`src/rtl/mris_pkg.sv`:
```
package mris_pkg;

  // Defaults for the top-level parameters
  localparam int MAX_DIMS_DEF   = 4;
  localparam int COORD_BITS_DEF = 16;

  // Fixed field widths
  localparam int SIZE_REGS  = 4;
  localparam int SIZE_BITS  = 16;
  localparam int STEP_BITS  = 16;
  localparam int DIMS_BITS  = 3;
  localparam int OUT_COORDS = 4;
  localparam int OUT_BITS   = 16;
  localparam int CFG_IDX_W  = 3;
  localparam int CFG_DATA_W = 16;

  // Configuration register indexes
  localparam logic [CFG_IDX_W-1:0] CFG_DIMS_IN_USE = 3'd0;
  localparam logic [CFG_IDX_W-1:0] CFG_DIM_SIZE_0  = 3'd1;
  localparam logic [CFG_IDX_W-1:0] CFG_DIM_SIZE_1  = 3'd2;
  localparam logic [CFG_IDX_W-1:0] CFG_DIM_SIZE_2  = 3'd3;
  localparam logic [CFG_IDX_W-1:0] CFG_DIM_SIZE_3  = 3'd4;

  // Operation codes
  localparam logic OP_ADVANCE = 1'b0;
  localparam logic OP_CLEAR   = 1'b1;

  // Completion status that one cell reports to the controller
  typedef struct packed {
    logic stop;       // carry absorbed in this cell
    logic carry_vld;  // quotient ready for the next outer cell
  } cell_stat_t;

endpackage

```
`src/rtl/mris_cell.sv`:
```
module mris_cell import mris_pkg::*; #(
  parameter int COORD_BITS = COORD_BITS_DEF,
  parameter int SUM_W      = 19
) (
  input  logic                  clk,
  input  logic                  rst_n,
  input  logic [SIZE_BITS-1:0]  size,
  input  logic                  zero_en,
  input  logic                  tok_vld,
  input  logic [SUM_W-1:0]      tok_carry,
  output logic [COORD_BITS-1:0] coord,
  output logic [SUM_W-1:0]      carry_out,
  output cell_stat_t            stat
);

  localparam int CNT_W = $clog2(SUM_W + 1);

  logic [COORD_BITS-1:0] pos_r, pos_nxt;
  logic [SUM_W-1:0]      quo_r, quo_nxt;
  logic [SIZE_BITS-1:0]  rem_r, rem_nxt;
  logic [CNT_W-1:0]      cnt_r, cnt_nxt;
  logic                  busy_r, busy_nxt;
  logic                  stop_r, stop_nxt;
  logic                  cvld_r, cvld_nxt;

  logic [SUM_W-1:0]      sum;
  logic                  fits;
  logic [SIZE_BITS:0]    trial;
  logic                  ge;
  logic [SIZE_BITS-1:0]  rem_step;

  assign sum      = SUM_W'(pos_r) + tok_carry;
  assign fits     = sum < SUM_W'(size);
  // restoring division: one quotient bit per cycle
  assign trial    = {rem_r, quo_r[SUM_W-1]};
  assign ge       = trial >= {1'b0, size};
  assign rem_step = ge ? SIZE_BITS'(trial - {1'b0, size}) : SIZE_BITS'(trial);

  always_comb begin
    pos_nxt  = pos_r;
    quo_nxt  = quo_r;
    rem_nxt  = rem_r;
    cnt_nxt  = cnt_r;
    busy_nxt = busy_r;
    stop_nxt = 1'b0;
    cvld_nxt = 1'b0;
    if (zero_en) begin
      pos_nxt = '0;
    end
    if (tok_vld) begin
      if (fits) begin
        pos_nxt  = COORD_BITS'(sum);
        stop_nxt = 1'b1;
      end else begin
        quo_nxt  = sum;
        rem_nxt  = '0;
        cnt_nxt  = CNT_W'(SUM_W);
        busy_nxt = 1'b1;
      end
    end else if (busy_r) begin
      quo_nxt = {quo_r[SUM_W-2:0], ge};
      rem_nxt = rem_step;
      cnt_nxt = cnt_r - CNT_W'(1);
      if (cnt_r == CNT_W'(1)) begin
        busy_nxt = 1'b0;
        cvld_nxt = 1'b1;
        pos_nxt  = COORD_BITS'(rem_step);
      end
    end
  end

  always_ff @(posedge clk) begin
    if (!rst_n) begin
      pos_r  <= '0;
      busy_r <= 1'b0;
      stop_r <= 1'b0;
      cvld_r <= 1'b0;
    end else begin
      pos_r  <= pos_nxt;
      busy_r <= busy_nxt;
      stop_r <= stop_nxt;
      cvld_r <= cvld_nxt;
    end
  end

  always_ff @(posedge clk) begin
    quo_r <= quo_nxt;
    rem_r <= rem_nxt;
    cnt_r <= cnt_nxt;
  end

  assign coord          = pos_r;
  assign carry_out      = quo_r;
  assign stat.stop      = stop_r;
  assign stat.carry_vld = cvld_r;

endmodule

```
`src/rtl/mixed_radix_index_stepper.sv`:
```
// Mixed-radix index stepper: holds a position in an array of up to MAX_DIMS
// dimensions (dimension zero outermost) and steps it one word at a time.
// Input channel (in_valid/in_stall): a word either clears the whole position
// (in_op = clear) or adds in_step at a starting dimension and carries outward.
// Result channel (out_valid/out_stall): one word per input word with all
// coordinates after the step and out_wrapped when a carry left dimension zero.
// Configuration (cfg_wr_en/cfg_index/cfg_data): dims_in_use and four dimension
// sizes; write only while no word is in flight.
// Throughput: one word at a time. A clear goes straight to the done state; an
// advance runs the cell chain, and every dimension whose sum overflows its size
// divides in its bit-serial divider (SUM_W quotient bits, SUM_W = 19 with
// default parameters) before it hands its carry to the next outer dimension.
// Reset: all coordinates zero, dims_in_use = 4, every size 1, no result pending.
// A stalled result word holds in the output register; the block still takes
// the next word, but its finished step waits until the held word has left.
module mixed_radix_index_stepper import mris_pkg::*; #(
  parameter int MAX_DIMS   = MAX_DIMS_DEF,
  parameter int COORD_BITS = COORD_BITS_DEF
) (
  input  logic                  clk,
  input  logic                  rst_n,
  // configuration port
  input  logic                  cfg_wr_en,
  input  logic [CFG_IDX_W-1:0]  cfg_index,
  input  logic [CFG_DATA_W-1:0] cfg_data,
  // input channel
  input  logic                  in_valid,
  output logic                  in_stall,
  input  logic                  in_op,
  input  logic [STEP_BITS-1:0]  in_step,
  input  logic                  in_from_last,
  input  logic [1:0]            in_start_dim,
  input  logic                  in_clear_lower,
  // result channel
  output logic                  out_valid,
  input  logic                  out_stall,
  output logic [OUT_BITS-1:0]   out_coord_0,
  output logic [OUT_BITS-1:0]   out_coord_1,
  output logic [OUT_BITS-1:0]   out_coord_2,
  output logic [OUT_BITS-1:0]   out_coord_3,
  output logic                  out_wrapped
);

  // Carry width: a carry gathers at most one coordinate per dimension on top
  // of the step, so this never overflows.
  localparam int WIDE_BITS = (COORD_BITS > SIZE_BITS) ? COORD_BITS : SIZE_BITS;
  localparam int SUM_W     = WIDE_BITS + $clog2(MAX_DIMS + 1);

  localparam logic [1:0] ST_IDLE = 2'd0;
  localparam logic [1:0] ST_RUN  = 2'd1;
  localparam logic [1:0] ST_DONE = 2'd2;

  // Configuration registers
  logic [DIMS_BITS-1:0] dims_in_use_r;
  logic [SIZE_BITS-1:0] dim_size_r [SIZE_REGS];

  always_ff @(posedge clk) begin
    if (!rst_n) begin
      dims_in_use_r <= DIMS_BITS'(4);
      for (int i = 0; i < SIZE_REGS; i++) begin
        dim_size_r[i] <= SIZE_BITS'(1);
      end
    end else if (cfg_wr_en) begin
      unique case (cfg_index)
        CFG_DIMS_IN_USE: dims_in_use_r <= cfg_data[DIMS_BITS-1:0];
        CFG_DIM_SIZE_0:  dim_size_r[0] <= cfg_data[SIZE_BITS-1:0];
        CFG_DIM_SIZE_1:  dim_size_r[1] <= cfg_data[SIZE_BITS-1:0];
        CFG_DIM_SIZE_2:  dim_size_r[2] <= cfg_data[SIZE_BITS-1:0];
        CFG_DIM_SIZE_3:  dim_size_r[3] <= cfg_data[SIZE_BITS-1:0];
        default: ;  // drop writes to unknown indexes
      endcase
    end
  end

  // Dimensions in use: zero counts as one, saturate at MAX_DIMS
  logic [3:0] dims_raw, used, last_dim, start;
  logic       in_acc;

  assign dims_raw = {1'b0, dims_in_use_r};
  assign used     = (dims_raw == 4'd0)            ? 4'd1 :
                    (dims_raw > 4'(MAX_DIMS))     ? 4'(MAX_DIMS) : dims_raw;
  assign last_dim = used - 4'd1;
  assign start    = in_from_last                    ? last_dim :
                    ({2'b00, in_start_dim} >= used) ? last_dim : {2'b00, in_start_dim};
  assign in_acc   = in_valid && !in_stall;

  // Cell chain: the carry walks from the starting cell toward cell zero
  cell_stat_t            stat      [MAX_DIMS];
  logic [SUM_W-1:0]      carry_out [MAX_DIMS];
  logic [COORD_BITS-1:0] cell_coord[MAX_DIMS];
  logic [MAX_DIMS-1:0]   stop_vec;

  for (genvar j = 0; j < MAX_DIMS; j++) begin : g_cell
    logic [SIZE_BITS-1:0] size;
    logic                 zero_en;
    logic                 inj;
    logic                 tok_vld;
    logic [SUM_W-1:0]     tok_carry;

    if (j < SIZE_REGS) begin : g_size
      assign size = (dim_size_r[j] == '0) ? SIZE_BITS'(1) : dim_size_r[j];
    end else begin : g_size_one
      assign size = SIZE_BITS'(1);
    end

    // zero on clear, when out of use, or below the start with clear_lower
    assign zero_en = in_acc && (in_op == OP_CLEAR || 4'(j) >= used ||
                                (in_clear_lower && 4'(j) > start));
    assign inj     = in_acc && in_op == OP_ADVANCE && start == 4'(j);

    if (j == MAX_DIMS - 1) begin : g_top
      assign tok_vld   = inj;
      assign tok_carry = SUM_W'(in_step);
    end else begin : g_link
      assign tok_vld   = inj || stat[j+1].carry_vld;
      assign tok_carry = inj ? SUM_W'(in_step) : carry_out[j+1];
    end

    mris_cell #(
      .COORD_BITS (COORD_BITS),
      .SUM_W      (SUM_W)
    ) u_cell (
      .clk       (clk),
      .rst_n     (rst_n),
      .size      (size),
      .zero_en   (zero_en),
      .tok_vld   (tok_vld),
      .tok_carry (tok_carry),
      .coord     (cell_coord[j]),
      .carry_out (carry_out[j]),
      .stat      (stat[j])
    );

    assign stop_vec[j] = stat[j].stop;
  end

  // Control: the step ends when a cell absorbs the carry or cell zero overflows
  logic [1:0] state_r, state_nxt;
  logic       wrap_r, wrap_nxt;
  logic       out_valid_r, out_valid_nxt;
  logic       stop_any, wrap_ev, load;

  assign stop_any = |stop_vec;
  assign wrap_ev  = stat[0].carry_vld;
  assign load     = state_r == ST_DONE && (!out_valid_r || !out_stall);

  always_comb begin
    state_nxt = state_r;
    wrap_nxt  = wrap_r;
    unique case (state_r)
      ST_IDLE: begin
        if (in_acc) begin
          wrap_nxt  = 1'b0;
          state_nxt = (in_op == OP_CLEAR) ? ST_DONE : ST_RUN;
        end
      end
      ST_RUN: begin
        if (stop_any || wrap_ev) begin
          wrap_nxt  = wrap_ev;
          state_nxt = ST_DONE;
        end
      end
      ST_DONE: begin
        if (load) begin
          state_nxt = ST_IDLE;
        end
      end
      default: state_nxt = ST_IDLE;
    endcase
  end

  assign out_valid_nxt = load ? 1'b1 : (out_valid_r && out_stall);

  always_ff @(posedge clk) begin
    if (!rst_n) begin
      state_r     <= ST_IDLE;
      wrap_r      <= 1'b0;
      out_valid_r <= 1'b0;
    end else begin
      state_r     <= state_nxt;
      wrap_r      <= wrap_nxt;
      out_valid_r <= out_valid_nxt;
    end
  end

  // Output register: capture the coordinates once the chain has settled
  logic [OUT_BITS-1:0] coord_ext  [OUT_COORDS];
  logic [OUT_BITS-1:0] out_coord_r[OUT_COORDS];
  logic                out_wrap_r;

  for (genvar k = 0; k < OUT_COORDS; k++) begin : g_out
    if (k < MAX_DIMS) begin : g_used
      assign coord_ext[k] = OUT_BITS'(cell_coord[k]);
    end else begin : g_none
      assign coord_ext[k] = '0;
    end
  end

  always_ff @(posedge clk) begin
    if (load) begin
      for (int k = 0; k < OUT_COORDS; k++) begin
        out_coord_r[k] <= coord_ext[k];
      end
      out_wrap_r <= wrap_r;
    end
  end

  assign in_stall    = state_r != ST_IDLE;
  assign out_valid   = out_valid_r;
  assign out_coord_0 = out_coord_r[0];
  assign out_coord_1 = out_coord_r[1];
  assign out_coord_2 = out_coord_r[2];
  assign out_coord_3 = out_coord_r[3];
  assign out_wrapped = out_wrap_r;

`ifndef NO_ASSERTIONS
  // only one cell may finish a step in any cycle
  a_single_event: assert property (@(posedge clk) disable iff (!rst_n)
    $onehot0({stop_vec, wrap_ev}))
    else $error("more than one cell finished in the same cycle");

  // cells report completion only while a step is running
  a_event_in_run: assert property (@(posedge clk) disable iff (!rst_n)
    (stop_any || wrap_ev) |-> state_r == ST_RUN)
    else $error("cell completion outside a running step");

  // a new result word comes only out of the done state
  a_load_from_done: assert property (@(posedge clk) disable iff (!rst_n)
    $rose(out_valid_r) |-> $past(state_r) == ST_DONE)
    else $error("result word raised without a finished step");
`endif

endmodule

```
`config.mk`:
```
export PLATFORM = sky130hd
export DESIGN_NAME = mixed_radix_index_stepper
export DESIGN_NICKNAME = d
export VERILOG_FILES = /design/src/rtl/mris_pkg.sv /design/src/rtl/mris_cell.sv /design/src/rtl/mixed_radix_index_stepper.sv
export SDC_FILE = /design/constraint.sdc
export NUM_CORES = 1
export LEC_CHECK = 0
export ABC_CLOCK_PERIOD_IN_PS = 10400
export BUFFER_PORTS_ARGS = -buffer_cell sky130_fd_sc_hd__buf_2
export CAP_MARGIN = 20
export CORE_AREA = 2 2 204 206
export CTS_BUF_LIST = sky130_fd_sc_hd__clkbuf_8
export DETAILED_ROUTE_END_ITERATION = 6
export DIE_AREA = 0 0 206 208
export PLACE_DENSITY = 0.81
export SYNTH_ARGS = -nofsm -noshare
export SYNTH_HDL_FRONTEND = slang
export SYNTH_SLANG_ARGS = --single-unit
```
`constraint.sdc`:
```
create_clock -name clk -period 10.4 [get_ports clk]
set_clock_uncertainty 0.1 [all_clocks]
set_input_delay 1.56 -clock clk [delete_from_list [all_inputs] [get_ports clk]]
set_output_delay 1.56 -clock clk [all_outputs]
set_load 0.02 [all_outputs]
```
==> run metrics, run 1 <==
Seq cells post-synth=372; Remaining DRCs=0; slowest CP cell=or4b_1; Crit Reg-Reg Startpoint=dims_in_use_r[2]; first-pass GRT wire length=111 mm; Area Overhead vs Synth=9.93%; final instance area=26,600 sq um; status=finished clean; ys flop type=edfxtp_1; # resized after CTS=0; pre-CTS setup slack=1170 ps; crit path time final=8750 ps; Die Width=206 um; clock buffer depth=3; PD cells=141 nW/um^2; critical path required time=10,670 ps; # Post-CTS Setup Buffers=0; Post-synth EDFFs=289; post-synthesis sequential area ratio=42.7%; critical path arrival=9020 ps; gr usage total=33.9%; CP max stage delay=910 ps; crit-path most repeated cell=ha_1; setup tns final=0 ps; Critical Path Fanout Max=28; setup slack, reg-to-reg=1870 ps; Mapped Area=24,200 sq um; maximum clock rate=114 MHz; Avg Inst Size Synth=9.61 sq um; worst-skew pair later-pin latency=640 ps; initial antenna violation count=9; Worst-Margin Slew=1060 ps; clock root buffer=clkbuf_8; Vias/cell=6.36; H-tree levels=3; largest net degree at the start of global routing=66; # rows=74; MaxCap Viol Count=0; Detailed Place HPWL=54.2 mm; first drt pass iteration count=7; CP Capture Type=flip-flop; nets@finish=2,890; total nets after synthesis=2,779; Async SR Flop Fraction=0%; Final setup viols=0; layout cells sized above 1=12.1%; core area=40,600 sq um; IO Count=112; final worst slack=1650 ps; Critical Path Start Type=input port; Hold WS=347 ps; Synth top area share=35.8%; final cell count without fillers=3,221; Detail Route Antenna Nets=0; IO Port Bufs=111; Worst R2R Path Depth=26; Hold Fails Final Rpt=0; reg-to-reg critical path endpoint=g_cell[1].u_cell.carry_out[3]; Inst Count DP=3,094; Placed Area=25,300 sq um; fin. max-slew vios=0; Post-Syn Instances=2,522; Placer Congestion=1.04; DR top layer=met5; Die H=208 um; leak pwr=11.4 nW; drt initial violations=2,302; Metal-1 WL=29.2 mm; maximum VDD drop=105 uV; CTS Hold Bufs=0; top post-synthesis cells by area=edfxtp_1, ha_1, dfxtp_1, nand2_1, nor2_1; synth unique cells=81; drt total wl=72.9 mm; number of global-route vias before repair=19,510; Clock transition at path regs=60 ps; Yosys warnings=0; Starting Density=59.8%; Hold Path Origin=wrap_r; critical path class=input port to flip-flop; Met3 Wirelength=7.92 mm; TritonCTS sink count=372; metal2 WL=32.4 mm; post-DR wirelength/cell=22.6 um; crit share post-route=84.1%; worst min-delay path endpoint=out_wrapped; vias=20,481; Synth area leader=edfxtp_1; Num CTS Buffers=66; Die Area=42,800 sq um; Worst Hold Class=flip-flop to flip-flop; CTS tree=built; global route overflow=0; Max-slew headroom=28.9%; RSZ-0062 raised after global routing=no; worst hold path cell count=0
[how the worst max path moves through the flow]
stage                                from                            end  slack (ps)  depth (start not counted)
after floorplan           in_start_dim[1]  g_cell[1].u_cell.carry_out[0]        1600                         26
after global placement    in_start_dim[1]  g_cell[1].u_cell.carry_out[6]        1410                         26
after detailed placement  in_start_dim[1]      g_cell[1].u_cell.rem_r[5]        1170                         26
after CTS                 in_start_dim[1]  g_cell[1].u_cell.carry_out[7]        1780                         26
after global routing      in_start_dim[0]  g_cell[1].u_cell.carry_out[7]        1170                         28
final                     in_start_dim[1]  g_cell[1].u_cell.carry_out[3]        1650                         26
[kinds of logic after synthesis]
logic type	synth area share (%)
simple gates	17.4
flops	42.7
xor+xnor	4.12
buf+inv	3.97
fa+ha+maj	11.2
compound gates	15.7
mux	4.91
[registers in the layout, indices dropped and copies added, names as in the netlist]
name                     count
wrap_r                       1
dims_in_use_r                3
dim_size_r                  64
g_cell.u_cell.cvld_r         4
g_cell.u_cell.stop_r         4
out_wrapped                  1
g_cell.u_cell.coord         64
g_cell.u_cell.carry_out     76
state_r                      2
out_valid                    1
g_cell.u_cell.cnt_r         20
out_coord_r                 64
g_cell.u_cell.busy_r         4
g_cell.u_cell.rem_r         64
[per-layer routing]
metal / vias to the layer above / GRT usage (%)
met1: 9767 / 46.6
li1: 9407 / -
met3: 206 / 6.20
met5: - / 0
met2: 1097 / 51.9
met4: 4 / 15.6
[synthesized netlist by cell type, drive strengths merged (7+ instances only)]
library cell	number
and2	84
a21boi	7
inv	154
clkbuf	66
fa	8
a22o	10
or3	10
a211o	9
nand2b	28
a21oi	132
o21a	30
nor4	18
edfxtp	289
o31a	7
nor3	46
o211ai	22
mux2	47
nand4	30
o21ai	112
and3	16
a221o	21
a211oi	29
mux2i	66
o22ai	12
nor4b	7
xnor2	84
o31ai	10
a31oi	12
buf	26
xor2	30
or2	11
ha	204
o21bai	7
o221ai	10
nor2b	32
nor2	223
dfxtp	83
nand3	54
nand2	329
a21o	55
[critical path, delay by kind of cell]
family	cells	cell delay [ps]
XOR/XNOR	1	220
adder cells (fa/ha/maj)	4	1020
AO/OA/AOI/OAI	10	2720
AND/OR/NAND/NOR	7	2620
buffers and inverters	3	460
multiplexers	1	410
[layout by cell type, fill, tap and decap left out, types with 84 or more instances in the layout]
master,n
a21oi_1,130
and2_1,84
buf_2,111
edfxtp_1,289
ha_1,204
inv_1,177
nand2_1,329
nor2_1,218
o21ai_0,108
xnor2_1,84
[power breakdown]
part / internal, mW / total [mW] / switching [mW]
combinational: 0.244 / 0.687 / 0.443
sequential: 1.68 / 1.72 / 0.0358
clock: 0.702 / 1.36 / 0.657
total: 2.63 / 3.76 / 1.14
[layout make-up]
cell class,instances,area [sq um]
Timing Repair Buffer,136,763
Antenna cell,2,5.00
Clock buffer,80,1100
Inverter,154,578
Fill cell,3279,13900
Clock inverter,42,199
Multi-Input combinational cell,1903,13000
Sequential cell,372,10300
Tap cell,532,666
[stage by stage]
stage	util, %	power (mW)
finish	65.7	3.76
global route	65.7	3.90
CTS	65.6	3.75
detailed placement	62.4	2.41
global placement	62.4	2.38
floorplan	-	2.20
(Power assumes the default switching activity.)
==> run 2: changes to the inputs <==
ABC_AREA = 1   (was unset)
ABC_CLOCK_PERIOD_IN_PS = 8790   (was 10400)
CORE_AREA = 2 2 206 208   (was 2 2 204 206)
DIE_AREA = 0 0 208 210   (was 0 0 206 208)
clock period = 8.79 ns   (was 10.4 ns; I/O delays follow)
==> run 2 against run 1 <==
  * Combinational power up 27%
  * Power grew 21%
  * Synthesized cell count up 25%
  * Sequential share of layout area shrank 0.63 points
  * Wire length increased by 3.3%
  * Non-clock buffer count shrank 8
  * Final area up 1.7%
  * Die area is 1.9% higher
  * Critical path depth up 6
  * Via count grew 9.9%
  * Largest power group unchanged
==> run metrics, run 2 <==
CP top delay family=simple AND/OR/NAND/NOR gates; setup slack, reg-to-reg=2040 ps (+170 ps); critical path required time=9100 ps (-1570 ps); Critical Path Fanout Max=37 (+32%); status=finished clean; Clock transition at path regs=70 ps (about the same); nets@finish=3,514 (+22%); Synth top area share=35.1% (-0.68 points); final instance area=27,100 sq um (+1.7%); CP max stage delay=400 ps (-510 ps); Worst Hold Class=flip-flop to flip-flop; pre-CTS setup slack=1430 ps (+255 ps); fin. max-slew vios=0 (unchanged); Critical Path Start Type=input port; Placed Area=25,800 sq um (+1.9%); RSZ-0062 raised after global routing=no; commonest non-fill, non-tap cell in the layout=nand2_1; global route overflow=0 (unchanged); post-synthesis sequential area ratio=41.9% (-0.81 points); Post-synth EDFFs=289 (unchanged); Vias/cell=5.85 (-8.0%); Remaining DRCs=0 (unchanged); clock buffer depth=3 (unchanged); top post-synthesis cells by area=edfxtp_1, nand2_1, ha_1, dfxtp_1, nor2_1; CTS Hold Bufs=0 (unchanged); final worst slack=1980 ps (+326 ps); number of global-route vias before repair=21,468 (+10%); setup tns final=0 ps (unchanged); worst hold path cell count=0 (unchanged); Avg Inst Size Synth=7.83 sq um (-19%); # resized after CTS=0 (unchanged); layout cells sized above 1=8.31% (-3.7 points); vias=22,516 (+9.9%); H-tree levels=2 (-1); maximum VDD drop=153 uV (+46%); PD cells=168 nW/um^2 (+19%); Worst-Margin Slew=1030 ps (-32.1 ps); critical path arrival=7130 ps (-1890 ps); CP Buf/Inv Count=4 (+1); drt initial violations=2,381 (+3.4%); Async SR Flop Fraction=0% (unchanged); reg-to-reg critical path endpoint=g_cell[0].u_cell.carry_out[8]; Die Area=43,700 sq um (+1.9%); Core Util, Final=65.3% (-0.40 points); crit-path most repeated cell=nand2_1; TritonCTS sink count=372 (unchanged); Hold Fails Final Rpt=0 (unchanged); Post-Syn Instances=3,156 (+25%); slowest CP cell=fa_1; initial antenna violation count=0 (-9); number of flip-flops in the largest register=76 (unchanged); gr usage total=33.9% (about the same); Detailed Place HPWL=57.5 mm (+5.9%); Die H=210 um (+0.96%); first drt pass iteration count=6 (-1); MaxCap Viol Count=0 (unchanged); # rows=75 (+1.4%); Mapped Area=24,700 sq um (+1.9%); Final setup viols=0 (unchanged); Worst R2R Path Depth=33 (+27%); Area Overhead vs Synth=9.62%; Yosys warnings=0 (unchanged); largest net degree at the start of global routing=61 (-7.6%); # Post-CTS Setup Buffers=0 (unchanged); worst-skew pair later-pin latency=700 ps (+60 ps); clock root buffer=clkbuf_8; critical path class=input port to flip-flop; first-pass GRT wire length=116 mm (+4.7%); CTS tree=built; worst min-delay path endpoint=out_wrapped; Synth area leader=edfxtp_1; crit path time final=6810 ps; Synth top cells by count=nand2_1, nor2_1, inv_1; Seq cells post-synth=372 (unchanged); IO Count=112 (unchanged); core area=41,500 sq um (+2.3%); crit share post-route=77.5%; Detail Route Antenna Nets=0 (unchanged); Starting Density=59.6% (-0.19 points); CP Capture Type=flip-flop; drt total wl=75.4 mm (+3.3%); crit path launch=in_start_dim[0]; total nets after synthesis=3,413 (+23%); maximum clock rate=147 MHz; Die Width=208 um (+0.97%); leak pwr=12.8 nW (+12%); synth unique cells=51 (-37%); ys flop type=edfxtp_1; Num CTS Buffers=61 (-7.6%); Hold Path Origin=wrap_r; post-DR wirelength/cell=19.6 um (-14%); Placer Congestion=0.991 (-4.6%); critical path depth in cells=32 (+23%); commonest non-fill, non-tap cells in the layout=nand2_1, nor2_1, inv_1; Max-slew headroom=31.2% (+2.2 points); Crit Reg-Reg Startpoint=dims_in_use_r[1]; cell with the most instances after synthesis=nand2_1; IO Port Bufs=111 (unchanged)
-- run 2: how the worst max path moves through the flow --
stage	to	slack [ps]
global placement	g_cell[0].u_cell.carry_out[5]	1600
finish	g_cell[0].u_cell.carry_out[8]	1980
floorplan	g_cell[2].u_cell.carry_out[0]	1110
CTS	g_cell[0].u_cell.carry_out[8]	2090
detailed placement	g_cell[0].u_cell.carry_out[1]	1430
global route	g_cell[2].u_cell.carry_out[1]	1410
-- run 2: worst register-to-register path: cells and delay by family (launching register included) --
family | cells | cell delay (ps)
flip-flops | 1 | 300
XOR/XNOR | 1 | 250
buffers and inverters | 3 | 460
adder cells (fa/ha/maj) | 4 | 1240
AO/OA/AOI/OAI | 6 | 1460
AND/OR/NAND/NOR | 19 | 2680
-- run 2: final cells by class --
type | count | area [sq um]
Antenna cell | 1 | 2.50
Clock buffer | 68 | 936
Clock inverter | 48 | 373
Fill cell | 3677 | 14400
Inverter | 344 | 1290
Multi-Input combinational cell | 2350 | 12800
Sequential cell | 372 | 10300
Tap cell | 539 | 674
Timing Repair Buffer | 128 | 708
-- run 2: report_power, final --
group,switching [mW],total (mW),internal (mW)
sequential,0.0435,2.05,2.00
clock,0.750,1.64,0.891
combinational,0.603,0.875,0.272
-- run 2: routing by layer --
| layer | vias up | GRT usage [%] | routed length (um) |
|---|---|---|---|
| met5 | - | 0 | 0 |
| met4 | 0 | 21.5 | 5100 |
| met3 | 239 | 4.72 | 6090 |
| met2 | 1081 | 53.4 | 33500 |
| met1 | 10496 | 44.2 | 30700 |
| li1 | 10700 | - | - |
-- run 2: logic make-up after synthesis --
| kind of cell | after synthesis | synth area share [%] |
|---|---|---|
| fa+ha+maj | 212 | 11.0 |
| xor+xnor | 112 | 4.00 |
| simple gates | 1531 | 25.4 |
| mux | 1 | 0.0405 |
| buf+inv | 434 | 6.77 |
| compound gates | 494 | 10.9 |
| flops | 372 | 41.9 |
-- run 2: through the flow --
step,total power [mW],hold WS [ps],std cells
after floorplan,2.68,309,3156
after global placement,2.91,338,3729
after detailed placement,2.93,346,3732
after CTS,4.55,364,3848
after global routing,4.74,366,3849
final,4.56,372,3850
